==> src/design/assert_macros.svh <==
// Assertion macros for the design files.
`ifndef ASSERT_MACROS_SVH
`define ASSERT_MACROS_SVH

`ifndef SYNTHESIS

// Same-cycle implication, checked at every rising edge outside reset.
`define ASSERT_IMPLY(label, clk, rst_n, ante, cons) \
	label: assert property (@(posedge clk) disable iff (!rst_n) (ante) |-> (cons)) \
		else $error("assertion failed: same-cycle implication");

// Next-cycle implication, checked at every rising edge outside reset.
`define ASSERT_NEXT(label, clk, rst_n, ante, cons) \
	label: assert property (@(posedge clk) disable iff (!rst_n) (ante) |=> (cons)) \
		else $error("assertion failed: next-cycle implication");

`else

`define ASSERT_IMPLY(label, clk, rst_n, ante, cons)
`define ASSERT_NEXT(label, clk, rst_n, ante, cons)

`endif

`endif

==> src/design/wrs_pkg.sv <==
// Types, constants and saturation helpers for the winding row sweep.
`timescale 1ns / 1ps

package wrs_pkg;

	localparam int ROW_W    = 17;
	localparam int ID_W     = 16;
	localparam int COV_W    = 19;
	localparam int DELTA_W  = 7;
	localparam int WIND_W   = 8;
	localparam int WEIGHT_W = 17;
	localparam int TOL_W    = 8;
	localparam int ADDR_W   = 3;
	localparam int DATA_W   = 32;

	// two completed cells per beat, each a gap run and a cell result
	localparam int SLOTS      = 4;
	localparam int SLOT_IDX_W = 2;

	localparam logic KIND_RUN  = 1'b0;
	localparam logic KIND_EDGE = 1'b1;

	// register index, taken from paddr[2]
	localparam logic REG_APPROX = 1'b0;
	localparam logic REG_TOL    = 1'b1;

	typedef logic [ROW_W-1:0]           row_t;
	typedef logic [ID_W-1:0]            id_t;
	typedef logic signed [COV_W-1:0]    cov_t;
	typedef logic signed [DELTA_W-1:0]  delta_t;
	typedef logic signed [WIND_W-1:0]   wind_t;
	typedef logic [WEIGHT_W-1:0]        weight_t;
	typedef logic [TOL_W-1:0]           tol_t;

	localparam wind_t WIND_MAX = {1'b0, {(WIND_W-1){1'b1}}};
	localparam wind_t WIND_MIN = {1'b1, {(WIND_W-1){1'b0}}};
	localparam cov_t  COV_MAX  = {1'b0, {(COV_W-1){1'b1}}};
	localparam cov_t  COV_MIN  = {1'b1, {(COV_W-1){1'b0}}};

	function automatic wind_t sat_wind(input logic signed [WIND_W:0] v);
		wind_t r;
		if (v[WIND_W] == v[WIND_W-1]) begin
			r = v[WIND_W-1:0];
		end else begin
			r = v[WIND_W] ? WIND_MIN : WIND_MAX;
		end
		return r;
	endfunction

	function automatic cov_t sat_cov(input logic signed [COV_W:0] v);
		cov_t r;
		if (v[COV_W] == v[COV_W-1]) begin
			r = v[COV_W-1:0];
		end else begin
			r = v[COV_W] ? COV_MIN : COV_MAX;
		end
		return r;
	endfunction

endpackage

==> src/design/wrs_chan_if.sv <==
// Record and result channel interfaces of the winding row sweep.
`timescale 1ns / 1ps

interface wrs_rec_if #(parameter int COLUMN_BITS = 16);
	import wrs_pkg::*;

	logic                     valid;
	logic                     ready;
	row_t                     row_index;
	logic signed [COLUMN_BITS:0] column;
	cov_t                     coverage;
	delta_t                   wind_delta;
	delta_t                   winding_left_delta;
	id_t                      shape_id;
	logic                     row_end;

	modport source (output valid, row_index, column, coverage, wind_delta,
		winding_left_delta, shape_id, row_end, input ready);
	modport sink (input valid, row_index, column, coverage, wind_delta,
		winding_left_delta, shape_id, row_end, output ready);
endinterface

interface wrs_res_if #(parameter int COLUMN_BITS = 16);
	import wrs_pkg::*;

	logic               valid;
	logic               ready;
	logic               kind;
	row_t               out_row;
	logic [COLUMN_BITS:0] first_column;
	logic [COLUMN_BITS:0] last_column;
	weight_t            weight;
	id_t                out_id;
	logic               last_of_item;

	modport source (output valid, kind, out_row, first_column, last_column, weight,
		out_id, last_of_item, input ready);
	modport sink (input valid, kind, out_row, first_column, last_column, weight,
		out_id, last_of_item, output ready);
endinterface

==> src/design/wrs_cell_eval.sv <==
// Completion of one merged cell: gap run, cell classification, winding advance.
`timescale 1ns / 1ps

module wrs_cell_eval #(
	parameter int COLUMN_BITS   = 16,
	parameter int FRACTION_BITS = 16,
	parameter type res_t        = logic
) (
	input  logic                        approx,
	input  wrs_pkg::tol_t               tol,
	input  wrs_pkg::wind_t              wind,
	input  logic signed [COLUMN_BITS+1:0] prior_col,
	input  wrs_pkg::row_t               row,
	input  wrs_pkg::id_t                id,
	input  logic signed [COLUMN_BITS:0] col,
	input  wrs_pkg::cov_t               cov,
	input  wrs_pkg::wind_t              wd,
	input  wrs_pkg::wind_t              wl,
	output logic                        gap_valid,
	output res_t                        gap_res,
	output logic                        cell_valid,
	output res_t                        cell_res,
	output wrs_pkg::wind_t              wind_next,
	output logic signed [COLUMN_BITS+1:0] prev_next
);
	import wrs_pkg::*;

	localparam int COL_W = COLUMN_BITS + 1;
	localparam int CMP_W = (FRACTION_BITS + 2 > COV_W + 1) ? FRACTION_BITS + 2 : COV_W + 1;

	localparam logic signed [COL_W+1:0] ONE_X     = (COL_W+2)'(1);
	localparam logic signed [COL_W+1:0] TWO_X     = (COL_W+2)'(2);
	localparam logic signed [COL_W+1:0] NEG_TWO_X = -(COL_W+2)'(2);
	localparam logic signed [CMP_W-1:0] FULL_X    = CMP_W'(1 << FRACTION_BITS);

	logic signed [COL_W+1:0]  col_x;
	logic signed [COL_W+1:0]  prev_x;
	logic signed [CMP_W-1:0]  cov_x;
	logic signed [CMP_W-1:0]  tol_x;
	logic signed [CMP_W-1:0]  hi_x;
	logic signed [WIND_W:0]   centre_w;
	logic [COL_W-1:0]         cell_col;
	logic                     edge_hit;
	logic                     full_hit;

	assign col_x  = (COL_W+2)'(col);
	assign prev_x = (COL_W+2)'(prior_col);

	// run across the skipped columns, one-based prev+2 .. col
	assign gap_valid = (wind != '0) && (prev_x > NEG_TWO_X) && (col_x > prev_x + ONE_X);

	always_comb begin
		gap_res              = '0;
		gap_res.kind         = KIND_RUN;
		gap_res.out_row      = row;
		gap_res.first_column = COL_W'(prev_x + TWO_X);
		gap_res.last_column  = col;
		gap_res.weight       = '0;
		gap_res.out_id       = id;
	end

	assign cov_x = CMP_W'(cov);
	assign tol_x = CMP_W'(tol);
	assign hi_x  = FULL_X - tol_x;

	assign edge_hit = (cov_x > tol_x) && (cov_x < hi_x);
	assign full_hit = (cov_x >= hi_x);

	// winding at the cell centre
	assign centre_w = (WIND_W+1)'(wind) + (WIND_W+1)'(wl);

	assign cell_valid = approx ? (centre_w != '0) : (edge_hit || full_hit);
	assign cell_col   = COL_W'(col_x + ONE_X);

	always_comb begin
		cell_res              = '0;
		cell_res.kind         = (!approx && edge_hit) ? KIND_EDGE : KIND_RUN;
		cell_res.out_row      = row;
		cell_res.first_column = cell_col;
		cell_res.last_column  = cell_col;
		cell_res.weight       = (!approx && edge_hit) ? cov[WEIGHT_W-1:0] : '0;
		cell_res.out_id       = id;
	end

	assign wind_next = sat_wind((WIND_W+1)'(wind) + (WIND_W+1)'(wd));
	assign prev_next = (COL_W+1)'(col);

endmodule

==> src/design/wrs_result_buf.sv <==
// Result register: holds the results of one beat and drains them in order.
`timescale 1ns / 1ps

module wrs_result_buf #(
	parameter type res_t = logic
) (
	input  logic                       clk,
	input  logic                       arst_n,
	input  logic                       load,
	input  logic [wrs_pkg::SLOTS-1:0]  load_valid,
	input  res_t                       load_data [wrs_pkg::SLOTS],
	output logic                       can_load,
	output logic                       out_valid,
	input  logic                       out_ready,
	output res_t                       out_data,
	output logic                       out_last
);
	import wrs_pkg::*;

	logic [SLOTS-1:0]      mask_q;
	res_t                  data_q [SLOTS];
	logic [SLOTS-1:0]      sel;
	logic [SLOTS-1:0]      rest;
	logic [SLOT_IDX_W-1:0] idx;
	logic                  found;
	logic                  fire;

	// lowest occupied slot goes out first
	always_comb begin
		sel   = '0;
		idx   = '0;
		found = 1'b0;
		for (int i = 0; i < SLOTS; i++) begin
			if (mask_q[i] && !found) begin
				sel[i] = 1'b1;
				idx    = SLOT_IDX_W'(i);
				found  = 1'b1;
			end
		end
	end

	assign rest      = mask_q & ~sel;
	assign out_valid = |mask_q;
	assign out_data  = data_q[idx];
	assign out_last  = (rest == '0);
	assign fire      = out_valid && out_ready;
	assign can_load  = (mask_q == '0) || (fire && out_last);

	always_ff @(posedge clk or negedge arst_n) begin
		if (!arst_n) begin
			mask_q <= '0;
		end else if (load) begin
			mask_q <= load_valid;
		end else if (fire) begin
			mask_q <= rest;
		end
	end

	always_ff @(posedge clk) begin
		if (load) begin
			data_q <= load_data;
		end
	end

endmodule

==> src/design/winding_row_sweep.sv <==
// Nonzero-winding span fill over one row of sorted boundary-cell records.
// Usage:
//   records: one boundary-cell record per beat, sorted by column within a row;
//     row_end marks the last record of a row. Records of the same column, row
//     and shape merge into one pending cell.
//   results: runs and edge cells, one per beat; last_of_item flags the final
//     result caused by a record. A record causes zero to four results.
//   APB port: register 0 (approx_mode) at 0x0, register 1 (tolerance) at 0x4;
//     write only while the block is idle. pready is always high.
// A record's first result reaches results through the input register and then
//   the result register; a full result register holds the record back.
// The result register drains one result per cycle while results.ready is high;
//   a record with several results holds it until its last one is taken, so
//   records flow at one per cycle when results are sparse.
// Reset clears the winding count, the previous column, the pending cell and
//   both registers. A stalled result side keeps the result register full; one
//   more record waits in the input register, then records.ready drops.
`timescale 1ns / 1ps
`include "assert_macros.svh"

module winding_row_sweep #(
	parameter int COLUMN_BITS   = 16,
	parameter int FRACTION_BITS = 16
) (
	input  logic                          clk,
	input  logic                          arst_n,
	wrs_rec_if.sink                       records,
	wrs_res_if.source                     results,
	input  logic                          psel,
	input  logic                          penable,
	input  logic                          pwrite,
	input  logic [wrs_pkg::ADDR_W-1:0]    paddr,
	input  logic [wrs_pkg::DATA_W-1:0]    pwdata,
	output logic [wrs_pkg::DATA_W-1:0]    prdata,
	output logic                          pready
);
	import wrs_pkg::*;

	localparam int COL_W = COLUMN_BITS + 1;
	localparam logic signed [COL_W:0] PREV_RESET = -(COL_W+1)'(2);

	typedef struct packed {
		logic             kind;
		row_t             out_row;
		logic [COL_W-1:0] first_column;
		logic [COL_W-1:0] last_column;
		weight_t          weight;
		id_t              out_id;
	} res_t;

	// configuration
	logic approx_q;
	tol_t tol_q;
	logic cfg_wr;

	// input register
	logic                     valid_s1;
	row_t                     row_s1;
	logic signed [COL_W-1:0]  col_s1;
	cov_t                     cov_s1;
	delta_t                   wd_s1;
	delta_t                   wl_s1;
	id_t                      id_s1;
	logic                     row_end_s1;

	// sweep state
	wind_t                    wind_q;
	logic signed [COL_W:0]    prev_q;
	logic                     pv_q;
	logic signed [COL_W-1:0]  pcol_q;
	cov_t                     pcov_q;
	wind_t                    pwd_q;
	wind_t                    pwl_q;
	row_t                     prow_q;
	id_t                      pid_q;

	logic                     in_fire;
	logic                     take;
	logic                     can_load;
	logic                     match;
	logic                     a_on;

	cov_t                     np_cov;
	wind_t                    np_wd;
	wind_t                    np_wl;

	logic                     a_gap_v, a_cell_v, b_gap_v, b_cell_v;
	res_t                     a_gap, a_cell, b_gap, b_cell;
	wind_t                    a_wind, b_wind, wind_a;
	logic signed [COL_W:0]    a_prev, b_prev, prev_a;

	logic [SLOTS-1:0]         slot_valid;
	res_t                     slot_data [SLOTS];
	res_t                     out_res;
	logic                     out_last;

	// APB
	assign pready = 1'b1;
	assign cfg_wr = psel && penable && pwrite;

	always_ff @(posedge clk or negedge arst_n) begin
		if (!arst_n) begin
			approx_q <= 1'b0;
			tol_q    <= '0;
		end else if (cfg_wr) begin
			case (paddr[2])
				REG_APPROX: approx_q <= pwdata[0];
				REG_TOL:    tol_q    <= pwdata[TOL_W-1:0];
				default:    ;
			endcase
		end
	end

	always_comb begin
		case (paddr[2])
			REG_APPROX: prdata = DATA_W'(approx_q);
			REG_TOL:    prdata = DATA_W'(tol_q);
			default:    prdata = '0;
		endcase
	end

	// input register
	assign take          = valid_s1 && can_load;
	assign records.ready = !valid_s1 || take;
	assign in_fire       = records.valid && records.ready;

	always_ff @(posedge clk or negedge arst_n) begin
		if (!arst_n) begin
			valid_s1 <= 1'b0;
		end else if (in_fire) begin
			valid_s1 <= 1'b1;
		end else if (take) begin
			valid_s1 <= 1'b0;
		end
	end

	always_ff @(posedge clk) begin
		if (in_fire) begin
			row_s1     <= records.row_index;
			col_s1     <= records.column;
			cov_s1     <= records.coverage;
			wd_s1      <= records.wind_delta;
			wl_s1      <= records.winding_left_delta;
			id_s1      <= records.shape_id;
			row_end_s1 <= records.row_end;
		end
	end

	// merge into the pending cell or close it
	assign match = pv_q && (pcol_q == col_s1) && (prow_q == row_s1) && (pid_q == id_s1);
	assign a_on  = pv_q && !match;

	always_comb begin
		if (match) begin
			np_cov = sat_cov((COV_W+1)'(pcov_q) + (COV_W+1)'(cov_s1));
			np_wd  = sat_wind((WIND_W+1)'(pwd_q) + (WIND_W+1)'(wd_s1));
			np_wl  = sat_wind((WIND_W+1)'(pwl_q) + (WIND_W+1)'(wl_s1));
		end else begin
			np_cov = cov_s1;
			np_wd  = WIND_W'(wd_s1);
			np_wl  = WIND_W'(wl_s1);
		end
	end

	// previously pending cell, closed by a new column, row or shape
	wrs_cell_eval #(
		.COLUMN_BITS   (COLUMN_BITS),
		.FRACTION_BITS (FRACTION_BITS),
		.res_t         (res_t)
	) u_cell_a (
		.approx     (approx_q),
		.tol        (tol_q),
		.wind       (wind_q),
		.prior_col  (prev_q),
		.row        (prow_q),
		.id         (pid_q),
		.col        (pcol_q),
		.cov        (pcov_q),
		.wd         (pwd_q),
		.wl         (pwl_q),
		.gap_valid  (a_gap_v),
		.gap_res    (a_gap),
		.cell_valid (a_cell_v),
		.cell_res   (a_cell),
		.wind_next  (a_wind),
		.prev_next  (a_prev)
	);

	assign wind_a = a_on ? a_wind : wind_q;
	assign prev_a = a_on ? a_prev : prev_q;

	// cell holding this record, closed at row end
	wrs_cell_eval #(
		.COLUMN_BITS   (COLUMN_BITS),
		.FRACTION_BITS (FRACTION_BITS),
		.res_t         (res_t)
	) u_cell_b (
		.approx     (approx_q),
		.tol        (tol_q),
		.wind       (wind_a),
		.prior_col  (prev_a),
		.row        (row_s1),
		.id         (id_s1),
		.col        (col_s1),
		.cov        (np_cov),
		.wd         (np_wd),
		.wl         (np_wl),
		.gap_valid  (b_gap_v),
		.gap_res    (b_gap),
		.cell_valid (b_cell_v),
		.cell_res   (b_cell),
		.wind_next  (b_wind),
		.prev_next  (b_prev)
	);

	always_ff @(posedge clk or negedge arst_n) begin
		if (!arst_n) begin
			pv_q   <= 1'b0;
			wind_q <= '0;
			prev_q <= PREV_RESET;
		end else if (take) begin
			if (row_end_s1) begin
				pv_q   <= 1'b0;
				wind_q <= '0;
				prev_q <= PREV_RESET;
			end else begin
				pv_q   <= 1'b1;
				wind_q <= wind_a;
				prev_q <= prev_a;
			end
		end
	end

	always_ff @(posedge clk) begin
		if (take) begin
			pcol_q <= col_s1;
			pcov_q <= np_cov;
			pwd_q  <= np_wd;
			pwl_q  <= np_wl;
			prow_q <= row_s1;
			pid_q  <= id_s1;
		end
	end

	// slot order: closed cell gap, closed cell, row-end gap, row-end cell
	assign slot_valid = {row_end_s1 && b_cell_v, row_end_s1 && b_gap_v,
		a_on && a_cell_v, a_on && a_gap_v};

	always_comb begin
		slot_data[0] = a_gap;
		slot_data[1] = a_cell;
		slot_data[2] = b_gap;
		slot_data[3] = b_cell;
	end

	wrs_result_buf #(
		.res_t (res_t)
	) u_result_buf (
		.clk        (clk),
		.arst_n     (arst_n),
		.load       (take),
		.load_valid (slot_valid),
		.load_data  (slot_data),
		.can_load   (can_load),
		.out_valid  (results.valid),
		.out_ready  (results.ready),
		.out_data   (out_res),
		.out_last   (out_last)
	);

	assign results.kind         = out_res.kind;
	assign results.out_row      = out_res.out_row;
	assign results.first_column = out_res.first_column;
	assign results.last_column  = out_res.last_column;
	assign results.weight       = out_res.weight;
	assign results.out_id       = out_res.out_id;
	assign results.last_of_item = out_last;

	`ASSERT_NEXT(a_row_end_clears, clk, arst_n, take && row_end_s1, !pv_q && wind_q == '0 && prev_q == PREV_RESET)
	`ASSERT_NEXT(a_pending_set, clk, arst_n, take && !row_end_s1, pv_q && pcol_q == $past(col_s1))
	`ASSERT_NEXT(a_s1_holds, clk, arst_n, valid_s1 && !take, valid_s1 && $stable(col_s1) && $stable(row_s1))
	`ASSERT_IMPLY(a_edge_one_cell, clk, arst_n, results.valid && results.kind == KIND_EDGE, results.first_column == results.last_column)

endmodule

==> src/flat_wrapper.sv <==
// flat-port wrapper written by rule: the top's interface ports become plain ports
module winding_row_sweep_flat import wrs_pkg::*;
#(
	parameter int COLUMN_BITS   = 16,
	parameter int FRACTION_BITS = 16
)
  (clk, arst_n, psel, penable, pwrite, paddr, pwdata, prdata, pready, records_valid, records_row_index, records_column, records_coverage, records_wind_delta, records_winding_left_delta, records_shape_id, records_row_end, records_ready, results_valid, results_kind, results_out_row, results_first_column, results_last_column, results_weight, results_out_id, results_last_of_item, results_ready);
  wrs_rec_if #(.COLUMN_BITS(COLUMN_BITS)) records_i ();
  wrs_res_if #(.COLUMN_BITS(COLUMN_BITS)) results_i ();
  input  logic clk;
  input  logic arst_n;
  input  logic psel;
  input  logic penable;
  input  logic pwrite;
  input  logic [wrs_pkg::ADDR_W-1:0] paddr;
  input  logic [wrs_pkg::DATA_W-1:0] pwdata;
  output logic [wrs_pkg::DATA_W-1:0] prdata;
  output logic pready;
  input wire logic [$bits(records_i.valid)-1:0] records_valid;
  input wire logic [$bits(records_i.row_index)-1:0] records_row_index;
  input wire logic [$bits(records_i.column)-1:0] records_column;
  input wire logic [$bits(records_i.coverage)-1:0] records_coverage;
  input wire logic [$bits(records_i.wind_delta)-1:0] records_wind_delta;
  input wire logic [$bits(records_i.winding_left_delta)-1:0] records_winding_left_delta;
  input wire logic [$bits(records_i.shape_id)-1:0] records_shape_id;
  input wire logic [$bits(records_i.row_end)-1:0] records_row_end;
  output wire logic [$bits(records_i.ready)-1:0] records_ready;
  output wire logic [$bits(results_i.valid)-1:0] results_valid;
  output wire logic [$bits(results_i.kind)-1:0] results_kind;
  output wire logic [$bits(results_i.out_row)-1:0] results_out_row;
  output wire logic [$bits(results_i.first_column)-1:0] results_first_column;
  output wire logic [$bits(results_i.last_column)-1:0] results_last_column;
  output wire logic [$bits(results_i.weight)-1:0] results_weight;
  output wire logic [$bits(results_i.out_id)-1:0] results_out_id;
  output wire logic [$bits(results_i.last_of_item)-1:0] results_last_of_item;
  input wire logic [$bits(results_i.ready)-1:0] results_ready;
  assign records_i.valid = records_valid;
  assign records_i.row_index = records_row_index;
  assign records_i.column = records_column;
  assign records_i.coverage = records_coverage;
  assign records_i.wind_delta = records_wind_delta;
  assign records_i.winding_left_delta = records_winding_left_delta;
  assign records_i.shape_id = records_shape_id;
  assign records_i.row_end = records_row_end;
  assign records_ready = records_i.ready;
  assign results_valid = results_i.valid;
  assign results_kind = results_i.kind;
  assign results_out_row = results_i.out_row;
  assign results_first_column = results_i.first_column;
  assign results_last_column = results_i.last_column;
  assign results_weight = results_i.weight;
  assign results_out_id = results_i.out_id;
  assign results_last_of_item = results_i.last_of_item;
  assign results_i.ready = results_ready;
  winding_row_sweep #(.COLUMN_BITS(COLUMN_BITS), .FRACTION_BITS(FRACTION_BITS)) u_core (.clk(clk), .arst_n(arst_n), .records(records_i), .results(results_i), .psel(psel), .penable(penable), .pwrite(pwrite), .paddr(paddr), .pwdata(pwdata), .prdata(prdata), .pready(pready));
endmodule
==> config.mk <==
export PLATFORM = sky130hd
export DESIGN_NAME = winding_row_sweep_flat
export DESIGN_NICKNAME = d
export VERILOG_FILES = /design/src/design/wrs_pkg.sv /design/src/design/wrs_chan_if.sv /design/src/design/wrs_cell_eval.sv /design/src/design/wrs_result_buf.sv /design/src/design/winding_row_sweep.sv /design/src/flat_wrapper.sv
export VERILOG_INCLUDE_DIRS = /design/src /design/src/design
export SDC_FILE = /design/constraint.sdc
export NUM_CORES = 1
export LEC_CHECK = 0
export ABC_AREA = 1
export CAP_MARGIN = 40
export CORE_UTILIZATION = 36
export DETAILED_ROUTE_END_ITERATION = 6
export DONT_BUFFER_PORTS = 1
export HOLD_SLACK_MARGIN = 0.02
export PLACE_DENSITY = 0.56
export SYNTH_ARGS = -nofsm -noshare
export SYNTH_HDL_FRONTEND = slang
export SYNTH_SLANG_ARGS = --single-unit
export TNS_END_PERCENT = 5
==> constraint.sdc <==
create_clock -name clk -period 8.5 [get_ports clk]
set_input_delay 1.7 -clock clk [delete_from_list [all_inputs] [get_ports clk]]
set_output_delay 1.7 -clock clk [all_outputs]
set_load 0.05 [all_outputs]
==> results of run 1 <==
[metal layers]
metal	share of wire (%)	vias to the layer above	wire [µm]	GRT usage, %
met2	47	557	31500	35.3
met1	44	8223	29300	28.3
met3	6.1	88	4070	3.29
li1	-	8309	-	-
met4	2.5	4	1670	6.25
met5	0.027	-	18	0
[cells in the final DEF (no fill, tap or decap), types with 7 or more instances in the layout]
cell type and count:
a21oi_1 139, a31oi_1 41, buf_4 74, buf_6 7
clkbuf_1 11, clkbuf_16 44, clkinv_1 9, conb_1 25
dfrtp_1 24, dfstp_2 17, edfxtp_1 323, ha_1 155
inv_1 262, inv_2 20, nand2_1 536, nand3_1 87
nand3b_1 7, nand4_1 35, nor2_1 226, nor2_2 12
nor3_1 37, nor4_1 13, o21ai_0 96, o21ai_1 32
o21ai_2 9, o21bai_1 11, o22ai_1 20, xnor2_1 36
xor2_1 111
[logic make-up (layout without fill, tap and decap cells)]
logic type               after synthesis  in the layout  share of synthesized area [%]
XOR/XNOR                             147            147                           5.87
AND/OR/NAND/NOR                      985            985                           18.9
other                                  2             26                         0.0342
buffers and inverters                362            451                           6.81
adder cells (fa/ha/maj)              161            161                           9.38
AO/OA/AOI/OAI                        388            388                           10.0
flip-flops                           364            364                           49.0
[worst max-delay path, delay by kind of cell (launching register included)]
kind            cells  cell delay (ns)
flops               1             0.80
buf+inv             3             0.27
xor+xnor            2             0.49
compound gates      3             0.78
simple gates       21             3.00
fa+ha+maj           2             0.58
[final timing paths]
kind | depth (start not counted) | end | from
setup / recovery | 31 | u_core.u_result_buf.mask_q[2]$_DFFE_PN0P_ | u_core.pcol_q[15]$_DFFE_PP_
hold / removal | 0 | u_core.u_result_buf.data_q[245]$_DFFE_PP_ | u_core.prow_q[8]$_DFFE_PP_
setup reg to reg | 31 | u_core.u_result_buf.mask_q[2]$_DFFE_PN0P_ | u_core.pcol_q[15]$_DFFE_PP_
hold reg to reg | 0 | u_core.u_result_buf.data_q[245]$_DFFE_PP_ | u_core.prow_q[8]$_DFFE_PP_
max in group asynchronous | 0 | u_core.prev_q[5]$_DFFE_PN1P_ | arst_n
min in group asynchronous | 0 | u_core.pv_q$_DFFE_PN0P_ | arst_n
[area by class of cell]
cell class                 instances  area share [%]
sequential                       364            43.4
multi-input combinational       1706            39.7
clock buffer                      55            4.62
inverter                         285            4.33
tap                              782            3.95
timing repair buffer              87            2.96
clock inverter                    24            1.06
antenna                            1          0.0101
[metrics by stage]
stage	std cells	worst slack [ns]	hold WS, ns	instance area (µm²)	util [%]
2_1_floorplan	2432	2.79	0.426	22000	-
3_3_place_gp	3179	2.63	0.428	22900	38.1
3_5_place_dp	3224	2.56	0.443	23300	38.8
4_1_cts	3303	2.51	0.457	24800	41.1
5_1_grt	3303	2.10	0.460	24800	41.1
6_report	3304	2.49	0.457	24800	41.1
[registers in the layout, summed over array words and instances, names as in the netlist, 7 cells and up]
register,flops
u_core.row_s1,17
u_core.col_s1,17
u_core.pwd_q,8
u_core.pwl_q,8
u_core.wl_s1,7
u_core.pcov_q,19
u_core.prev_q,18
u_core.u_result_buf.data_q,154
u_core.id_s1,16
u_core.wd_s1,7
u_core.tol_q,8
u_core.wind_q,8
u_core.pid_q,16
u_core.prow_q,17
u_core.cov_s1,19
u_core.pcol_q,17
==> impl_metrics.toml, run 1 <==
[status]
outcome = "complete, no violations"

[logic_synthesis]
post-synth-top-count-cell = "nand2_1"
netlist_area_mm2 = 0.0220
yosys_warnings = 0
synth-main-ff-cell = "edfxtp_1"
synth_area_per_cell_um2 = 9.11
yosysTopAreaCellShare_pct = 44.2
synthTopCellsByArea = "edfxtp_1 (44%), nand2_1 (9.2%), ha_1 (8.8%), inv_1 (4.5%), xor2_1 (4.4%)"
synth_common_cells = "nand2_1 (536), edfxtp_1 (323), inv_1 (263)"
synth-edff-count = 323
ys_types = 60
synth_top_area_cell = "edfxtp_1"
synth-seq-cells = 364
synthCells = 2409
synth-seq-area-share_pct = 49.0
async_flop_share_pct = 11.3

[routing]
wl_per_cell_um = 20.1
dr.pass1.iters = 5
vias = 17200
drc = 0
viasPerCell = 5.20
drt-initial-drc-count = 1165
drt_wl_total_um = 66500
ant_nets = 0

[grt]
grt_start_max_net_pins = 186
grt_util_all_layers_pct = 21.2
grt_overflow = 0
grt_first_pass_wirelength_um = 100000
antenna_found_initial = 4
grt_pass1_vias = 16800

[setup_path]
cp.arrival_ns = 6.51
cp_max_fo = 36
regToRegSetupSlack_ns = 2.49
crit_required_ns = 8.99
cp-start-kind = "flop"
end_kind = "flop"
crit_slowest_cell = "edfxtp_1"
crit_top_cell = "nor2_1"
criticalPathCategory = "reg2reg"
crit_path_max_incr_delay_ns = 0.80

[final_layout]
fin_nets = 2775
drive_gt1_share_pct = 9.36
regArea_mm2 = 0.0107
fillCellCount = 5956
syn2layout_area_growth_pct = 12.8
multiInputGateArea_mm2 = 0.00982

[place]
portBuffers = 0
gp_congestion = 0.924
dpl.hpwl_um = 50900

[timing]
finalSetupTns_ns = 0
slew_viol_final = 0
skew_ns = 0.0200
layout_min_cycle_time_ns = 6.01
finalHoldViolCount = 0
grt_setup_unrepaired = "false"
finalCritPeriodShare_pct = 70.7
max_slew.worst_pin.slew_ns = 1.05
max_freq_mhz = 166
setup_viol = 0
slew_headroom_pct = 29.7

[floorplanning]
ios = 247
die_h_um = 249
core_area_mm2 = 0.0602
num_rows = 90
die_w_um = 249
die_area_mm2 = 0.0620
start_util_pct = 36.4

[cts]
cts.path.max_buffers = 3
insertion_delay_ns = 0.58
cts.hold.buffers_added = 0
cts_made_buffers = 44
cts_root_buffer = "clkbuf_16"
ctsHtreeMaxLevel = 2
cts.sinks = 364
cts_tree = "done"
clk_pin_slew_ns = 0.06
cts_resized = 0
cts_setup_buffers = 0

[job]
drv_cap = 0

[hold_path]
hold_path.class = "reg2reg"
Power of run 1 is left out: the tool's default activity adds up to more than one toggle a clock period on the data nets, which glitch-free logic cannot reach.
==> run 2, diff against run 1 <==
Clock period 8.5 ns to 5.4 ns, I/O delays scaled along.
==> run 2 against run 1 <==
Against the previous run: the flow now finishes with violations (design-rule violations); wire length is 1.0% higher; first-iteration DRC count up 10%; critical path type unchanged; fmax increased by 20%; die area unchanged; register-to-register slack got worse by 2.1 ns; largest cell class unchanged; non-clock buffer count increased by 27.
==> impl_metrics.toml, run 2 (synthesis results as in run 1) <==
[final_layout]
final_util_pct = 41.6
fin_nets = 2801
syn2layout_area_growth_pct = 14.2
largest_reg_flops = 154
largest_register = "u_core.u_result_buf.data_q"
layout_common_cells = "nand2_1 (536), edfxtp_1 (323), inv_1 (262), nor2_1 (226), ha_1 (155)"
final_common_cell = "nand2_1"
fin_cells = 3331
top_regs = "u_core.u_result_buf.data_q x154, u_core.cov_s1 x19, u_core.pcov_q x19"
drive_gt1_share_pct = 10.5

[floorplanning]
die_area_mm2 = 0.0620
die_h_um = 249
die_w_um = 249
start_util_pct = 36.4
ios = 247
core_area_mm2 = 0.0602
num_rows = 90

[routing]
drc = 7
ant_nets = 0
drt-initial-drc-count = 1283
wl_per_cell_um = 20.2
vias = 17300
viasPerCell = 5.19
drt_wl_total_um = 67200
dr.pass1.iters = 7

[timing]
finalCritPeriodShare_pct = 93.1
skew_ns = 0.0310
finalSetupTns_ns = 0
finalHoldViolCount = 0
slew_headroom_pct = 37.5
setup_viol = 0
max_slew.worst_pin.slew_ns = 0.936
grt_setup_unrepaired = "false"
slew_viol_final = 0
layout_min_cycle_time_ns = 5.03
max_freq_mhz = 199

[setup_path]
cp_cell_sequence = "xor2_1 > nor3b_1 > nand3_1 > nor2_2 > nand2_2 > nand2_4 > nand2_1 > o21ai_2 > ha_1 > inv_1 > nor2_2 > nand2_2 > xor2_1 > o21ai_0 > ha_1 > nand4_1 > nor3_1 > nand3_1 > nand3_1 > xnor2_1 > nand4_1 > nor2_1 > nor2_1 > nor2_1"
crit_required_ns = 5.92
cpLargestDelayFamily = "simple AND/OR/NAND/NOR gates"
critPathBufInv = 1
cp_max_fo = 15
criticalPathCategory = "reg2reg"
cp-start-kind = "flop"
crit_slowest_cell = "edfxtp_1"
crit_path_max_incr_delay_ns = 0.57
end_kind = "flop"
cp.arrival_ns = 5.54

[hold_path]
hold_path.class = "in2async"

[cts]
cts.sinks = 364
cts.path.max_buffers = 3
ctsHtreeMaxLevel = 2
clk_pin_slew_ns = 0.06
cts_root_buffer = "clkbuf_16"
cts_setup_buffers = 0
insertion_delay_ns = 0.61
cts_resized = 0
cts_made_buffers = 43
cts_tree = "done"
cts.hold.buffers_added = 0

[place]
portBuffers = 0
dpl.hpwl_um = 52500
gp_congestion = 0.929
placed_cells = 3251

[grt]
top_usage_layer = "met2"
antenna_found_initial = 4
grt_start_max_net_pins = 139
grt_overflow = 0
met1_usage_pct = 28.4
gr-usage-met2_pct = 35.5
grt_first_pass_wirelength_um = 101000
grt_util_all_layers_pct = 21.3
met3_usage_pct = 3.39
grt_pass1_vias = 16900

[job]
drv_cap = 0

[status]
outcome = "finished, violations left"
violations = "design-rule violations"
==> run 2: cell count changes in the layout (fill, tap and decap cells not counted), moves of 2 or more <==
cell	delta
clkinvlp_4	+3
buf_6	-5
clkbuf_8	+2
buf_4	+32
clkinv_2	-3
bufinv_16	+2
clkinv_16	+2
clkbuf_1	-4
==> run 2: through the flow <==
stage / area, µm² / setup slack (ns) / hold WS [ns]
6_report: 25100 / 0.372 / 0.184
5_1_grt: 25100 / 0.0190 / 0.158
4_1_cts: 25100 / 0.386 / 0.145
3_5_place_dp: 23600 / 0.425 / 0.438
3_3_place_gp: 23300 / 0.478 / 0.428
2_1_floorplan: 22000 / 1.16 / 0.426
==> run 2: routing by layer <==
| metal | vias up | wire length (µm) |
|---|---|---|
| met4 | 6 | 1860 |
| met3 | 97 | 3540 |
| met5 | - | 34 |
| met2 | 482 | 31500 |
| met1 | 8344 | 30300 |
| li1 | 8345 | - |
==> run 2: path summary, 6_finish.rpt <==
check,slack [ns],end,cells after the start,from
max,0.37,u_core.u_result_buf.mask_q[2]$_DFFE_PN0P_,24,u_core.col_s1[5]$_DFFE_PP_
min in group clk,0.45,u_core.u_result_buf.data_q[175]$_DFFE_PP_,0,u_core.pid_q[5]$_DFFE_PP_
min,0.18,u_core.pv_q$_DFFE_PN0P_,0,arst_n
min reg2reg,0.45,u_core.u_result_buf.data_q[175]$_DFFE_PP_,0,u_core.pid_q[5]$_DFFE_PP_
max reg2reg,0.37,u_core.u_result_buf.mask_q[2]$_DFFE_PN0P_,24,u_core.col_s1[5]$_DFFE_PP_
max in group asynchronous,5.00,u_core.prev_q[2]$_DFFE_PN1P_,0,arst_n
==> run 2: layout make-up <==
class	instances	area, µm²
clock inverters	27	389
inverters	285	1070
clock buffers	52	1130
flip-flops and latches	364	10700
fillers	5928	35200
repair buffers	114	938
multi-input cells	1706	9820
diodes	1	2.50
well taps	782	978
==> run 2: worst register-to-register path: cells and delay by family, from the launching register on <==
| kind | cells | cell delay [ns] |
|---|---|---|
| adders and majority gates | 2 | 0.61 |
| and+or+nand+nor | 16 | 2.58 |
| AOI/OAI and AO/OA | 2 | 0.34 |
| xor gates and xnor gates | 3 | 0.73 |
| DFF | 1 | 0.57 |
| buffers and inverters | 1 | 0.10 |
Power of run 2 is left out for the same reason.
